--- config.mk ---
export PLATFORM = sky130hd
export DESIGN_NAME = olm_out_buf
export DESIGN_NICKNAME = d
export VERILOG_FILES = /design/src/rtl/core/olm_pkg.sv /design/src/rtl/core/olm_out_buf.sv
export SDC_FILE = /design/constraint.sdc
export NUM_CORES = 1
export LEC_CHECK = 0
export ABC_CLOCK_PERIOD_IN_PS = 2100
export BUFFER_PORTS_ARGS = -buffer_cell sky130_fd_sc_hd__buf_2
export CAP_MARGIN = 10
export CORE_MARGIN = 1.5
export CORE_UTILIZATION = 49
export DETAILED_ROUTE_END_ITERATION = 6
export GPL_ROUTABILITY_DRIVEN = 0
export PLACE_DENSITY = 0.76
export SKIP_LAST_GASP = 1
export SLEW_MARGIN = 20
export SYNTH_ARGS = -nofsm -noshare
export SYNTH_HDL_FRONTEND = slang
export SYNTH_SLANG_ARGS = --single-unit
--- constraint.sdc ---
create_clock -name clk_i -period 2.1 [get_ports clk_i]
set_input_delay 0.315 -clock clk_i [delete_from_list [all_inputs] [get_ports clk_i]]
set_output_delay 0.315 -clock clk_i [all_outputs]
set_load 0.02 [all_outputs]
--- src/rtl/core/olm_pkg.sv ---
package olm_pkg;

  // Loop store geometry: two banks share one memory row.
  localparam int unsigned LoopDepth  = 65536;
  localparam int unsigned RowW       = $clog2(LoopDepth);
  localparam int unsigned LenW       = RowW + 1;
  localparam int unsigned SampleW    = 12;
  localparam int unsigned DropBits   = 4;
  localparam int unsigned LevelW     = 8;
  localparam int unsigned PaddrW     = 3;

  // Reset loop length and the offset-binary code for a zero sample.
  localparam logic [LenW-1:0]   ResetLength = LenW'(10240);
  localparam logic [LevelW-1:0] LevelZero   = LevelW'(128);

  // Register byte addresses.
  localparam logic [PaddrW-1:0] AddrPendingLen = PaddrW'(0);

  // One result as it waits for the output side.
  typedef struct packed {
    logic [LevelW-1:0] dac_level;
    logic              active_bank_now;
    logic              bank_swapped;
  } olm_result_t;

  // Clamp a programmed length into 1..LoopDepth.
  function automatic logic [LenW-1:0] limit_length(input logic [LenW-1:0] len);
    logic [LenW-1:0] res;
    res = len;
    if (len == '0) begin
      res = LenW'(1);
    end else if (len > LenW'(LoopDepth)) begin
      res = LenW'(LoopDepth);
    end
    return res;
  endfunction

endpackage

--- src/rtl/core/olm_out_buf.sv ---
module olm_out_buf
  import olm_pkg::*;
(
  input  logic        clk_i,
  input  logic        rst_ni,
  input  logic        push_i,
  input  olm_result_t push_data_i,
  input  logic        pop_i,
  output logic        valid_o,
  output olm_result_t head_o,
  output logic [1:0]  count_o
);

  logic [1:0]  cnt_q, cnt_d;
  olm_result_t head_q, head_d;
  olm_result_t tail_q, tail_d;
  logic        pop;

  assign pop = pop_i && (cnt_q != 2'd0);

  // Two-entry buffer: the head register drives the port, the tail catches a stall.
  always_comb begin
    cnt_d  = cnt_q;
    head_d = head_q;
    tail_d = tail_q;
    case (cnt_q)
      2'd0: begin
        if (push_i) begin
          head_d = push_data_i;
          cnt_d  = 2'd1;
        end
      end
      2'd1: begin
        if (pop && push_i) begin
          head_d = push_data_i;
        end else if (push_i) begin
          tail_d = push_data_i;
          cnt_d  = 2'd2;
        end else if (pop) begin
          cnt_d  = 2'd0;
        end
      end
      2'd2: begin
        if (pop) begin
          head_d = tail_q;
          if (push_i) begin
            tail_d = push_data_i;
          end else begin
            cnt_d = 2'd1;
          end
        end
      end
      default: begin
        cnt_d = 2'd0;
      end
    endcase
  end

  always_ff @(posedge clk_i or negedge rst_ni) begin
    if (!rst_ni) begin
      cnt_q <= 2'd0;
    end else begin
      cnt_q <= cnt_d;
    end
  end

  always_ff @(posedge clk_i) begin
    head_q <= head_d;
    tail_q <= tail_d;
  end

  assign valid_o = (cnt_q != 2'd0);
  assign head_o  = head_q;
  assign count_o = cnt_q;

  // A push into a full buffer would drop a result.
  a_no_overflow: assert property (@(posedge clk_i) disable iff (!rst_ni)
    (push_i && (cnt_q == 2'd2)) |-> pop_i)
    else $error("output buffer overflow");

  // The count never reaches the unused code.
  a_count_range: assert property (@(posedge clk_i) disable iff (!rst_ni)
    cnt_q != 2'd3)
    else $error("output buffer count out of range");

  // A popped single entry with no push leaves the buffer empty.
  a_drain: assert property (@(posedge clk_i) disable iff (!rst_ni)
    ((cnt_q == 2'd1) && pop_i && !push_i) |=> (cnt_q == 2'd0))
    else $error("output buffer failed to drain");

endmodule

==> flow_metrics.env <==
export IMPL_synthTopCellsByCount="edfxtp_1, mux2_2, dfrtp_1"
export IMPL_setup_viol=0
export IMPL_max_slew_margin=0.4010
export IMPL_rsz0062_at_grt="no"
export IMPL_worst_clock_skew_ps=16.38
export IMPL_finalInstanceArea_mm2=0.001140
export IMPL_cp_start_kind="flip-flop"
export IMPL_via_count=524
export IMPL_yosysWarnings=0
export IMPL_dr_max_layer_used="met3"
export IMPL_p_leak_nw=0.4553
export IMPL_mostFrequentLayoutCell="buf_2"
export IMPL_wl_met3_um=67
export IMPL_end_kind="flip-flop"
export IMPL_start_util=0.5239
export IMPL_grt_start_max_net_pins=14
export IMPL_most_common_layout_cells="buf_2, edfxtp_1, mux2_2"
export IMPL_cts_sinks=22
export IMPL_fin_cells=107
export IMPL_syn_nets=63
export IMPL_final_hold_viol_count=0
export IMPL_worstSetupPathType="reg -> reg"
export IMPL_area_growth_pct=26.00
export IMPL_crit_required_ps=2030
export IMPL_gr_total_overflow=0
export IMPL_outcome="completed"
export IMPL_synth_area_leaders="edfxtp_1, mux2_2, dfrtp_1, and4bb_2, buf_6"
export IMPL_wl_met2_um=703
export IMPL_drive_gt1_frac=0.5732
export IMPL_ys_dominant_reg_cell="edfxtp_1"
export IMPL_synth_seq_area_share=0.7192
export IMPL_p_per_area_mw_per_mm2=1020
export IMPL_maxCapViolCount=0
export IMPL_die_h_um=45.97
export IMPL_clkLatencyLatePin_ps=300
export IMPL_worstMarginPinSlew_ps=896.6
export IMPL_clockBufferDepth=2
export IMPL_drc=0
export IMPL_clk_pin_slew_ps=130
export IMPL_nets=97
export IMPL_synth_largest_area_cell="edfxtp_1"
export IMPL_placedCellCount=102
export IMPL_rows=15
export IMPL_syn_avg_cell_area_um2=18.46
export IMPL_dr_pass1_iters=4
export IMPL_async_reset_ff_frac=0.09091
export IMPL_synth_top_area_share=0.6639
export IMPL_crit_arrival_ps=1640
export IMPL_hold_path_class="in -> reg"
export IMPL_netlist_instances=49
export IMPL_yosysMostFrequentCell="edfxtp_1"
export IMPL_slew_violations=0
export IMPL_cts_buffers=3
export IMPL_post_cts_resize_count=0
export IMPL_drt_total_wl_mm=1.446
export IMPL_ir_drop_v=0.0006894
export IMPL_portBuffers=26
export IMPL_ys_seq_elements=22
export IMPL_syn_cell_area_um2=904.6
export IMPL_max_freq_ghz=0.5827
export IMPL_cts_root_buf="clkbuf_4"
export IMPL_htreeDepth=1
export IMPL_die_width_um=45.97
export IMPL_wirelength_met1_um=675
export IMPL_dr_first_iter_drc_count=5
export IMPL_grt_pass1_wl_mm=2.187
export IMPL_fin_crit_sh=0.8173
export IMPL_grt_pass1_vias=503
export IMPL_cts_tree="yes"
export IMPL_dieArea_mm2=0.002113
export IMPL_wl_per_cell_um=13.51
export IMPL_synth_edf_count=20
export IMPL_hpwl_mm=1.056
export IMPL_grt_usage=0.1508
export IMPL_avgViaCountPerCell=4.897
export IMPL_ioPinCount=27
export IMPL_post_route_min_period_ps=1716
export IMPL_yosysUniqueCellTypes=20
export IMPL_antennaDiodeCount=0
export IMPL_path_max_fanout=11
export IMPL_finalSetupTns_ps=0
export IMPL_grt_antenna_before_repair=0
export IMPL_drt_antenna_violating_nets=0
export IMPL_core_area_mm2=0.001727
export IMPL_dpl_cell_area_mm2=0.001077
[per-layer routing]
layer,global-route usage,vias up
met3,0.03571,0
met1,0.2000,246
li1,-,260
met5,0,-
met2,0.2417,18
met4,0.05143,0
[sequential cells by signal, indices dropped and copies added (netlist names)]
register / count
count_o: 2
head_o: 10
tail_q: 10
[path summary, 6_finish.rpt]
check                                     from    endpoint  slack (ps)  depth (start not counted)
worst max-delay path                count_o[1]   head_o[8]         380                          2
worst min-delay path            push_data_i[1]   tail_q[1]         190                          1
worst max register to register      count_o[1]   head_o[8]         380                          2
worst min register to register       tail_q[8]   head_o[8]         560                          1
max in group asynchronous               rst_ni  count_o[0]        1680                          2
min in group asynchronous               rst_ni  count_o[1]         330                          2
[cell families after synthesis]
family / share of synthesized area
mux: 0.1355
compound gates: 0.02491
buf+inv: 0.02075
flops: 0.7192
simple gates: 0.09961
[area by class of cell]
class | count | area, um2
fillers | 152 | 586.8
clock inverters | 1 | 30.03
flip-flops and latches | 22 | 650.6
multi-input cells | 25 | 235.2
clock buffers | 3 | 22.52
well taps | 25 | 31.28
repair buffers | 31 | 170.2
[worst max-delay path, stage by stage (launching register included)]
cell,delay [ps]
dfrtp_1,490
mux2i_1,150
o21bai_1,710
[what timing repair did]
item / CTS / global route
hold buffers: 1 / 0
endpoints found under the hold margin: 2 / 0
setup buffers: 0 / 0
[metrics by stage]
| stage | setup slack, ps | hold WS [ps] | power, mW | utilization |
|---|---|---|---|---|
| floorplan | 128.1 | 19.41 | 0.7710 | - |
| global placement | 440.9 | 101.5 | 0.8541 | 0.6239 |
| detailed placement | 373.8 | 100.7 | 0.8604 | 0.6239 |
| CTS | 360.8 | 191.6 | 1.170 | 0.6601 |
| global route | 255.7 | 183.8 | 1.212 | 0.6601 |
| finish | 383.7 | 191.9 | 1.163 | 0.6601 |
[where the power goes]
part	switching [mW]	total [mW]	internal, mW	leakage, nW
clock network	0.122	0.314	0.193	0.0279
registers	0.0315	0.589	0.558	0.213
logic	0.146	0.260	0.114	0.214
Power figures use the tool's default switching activity.
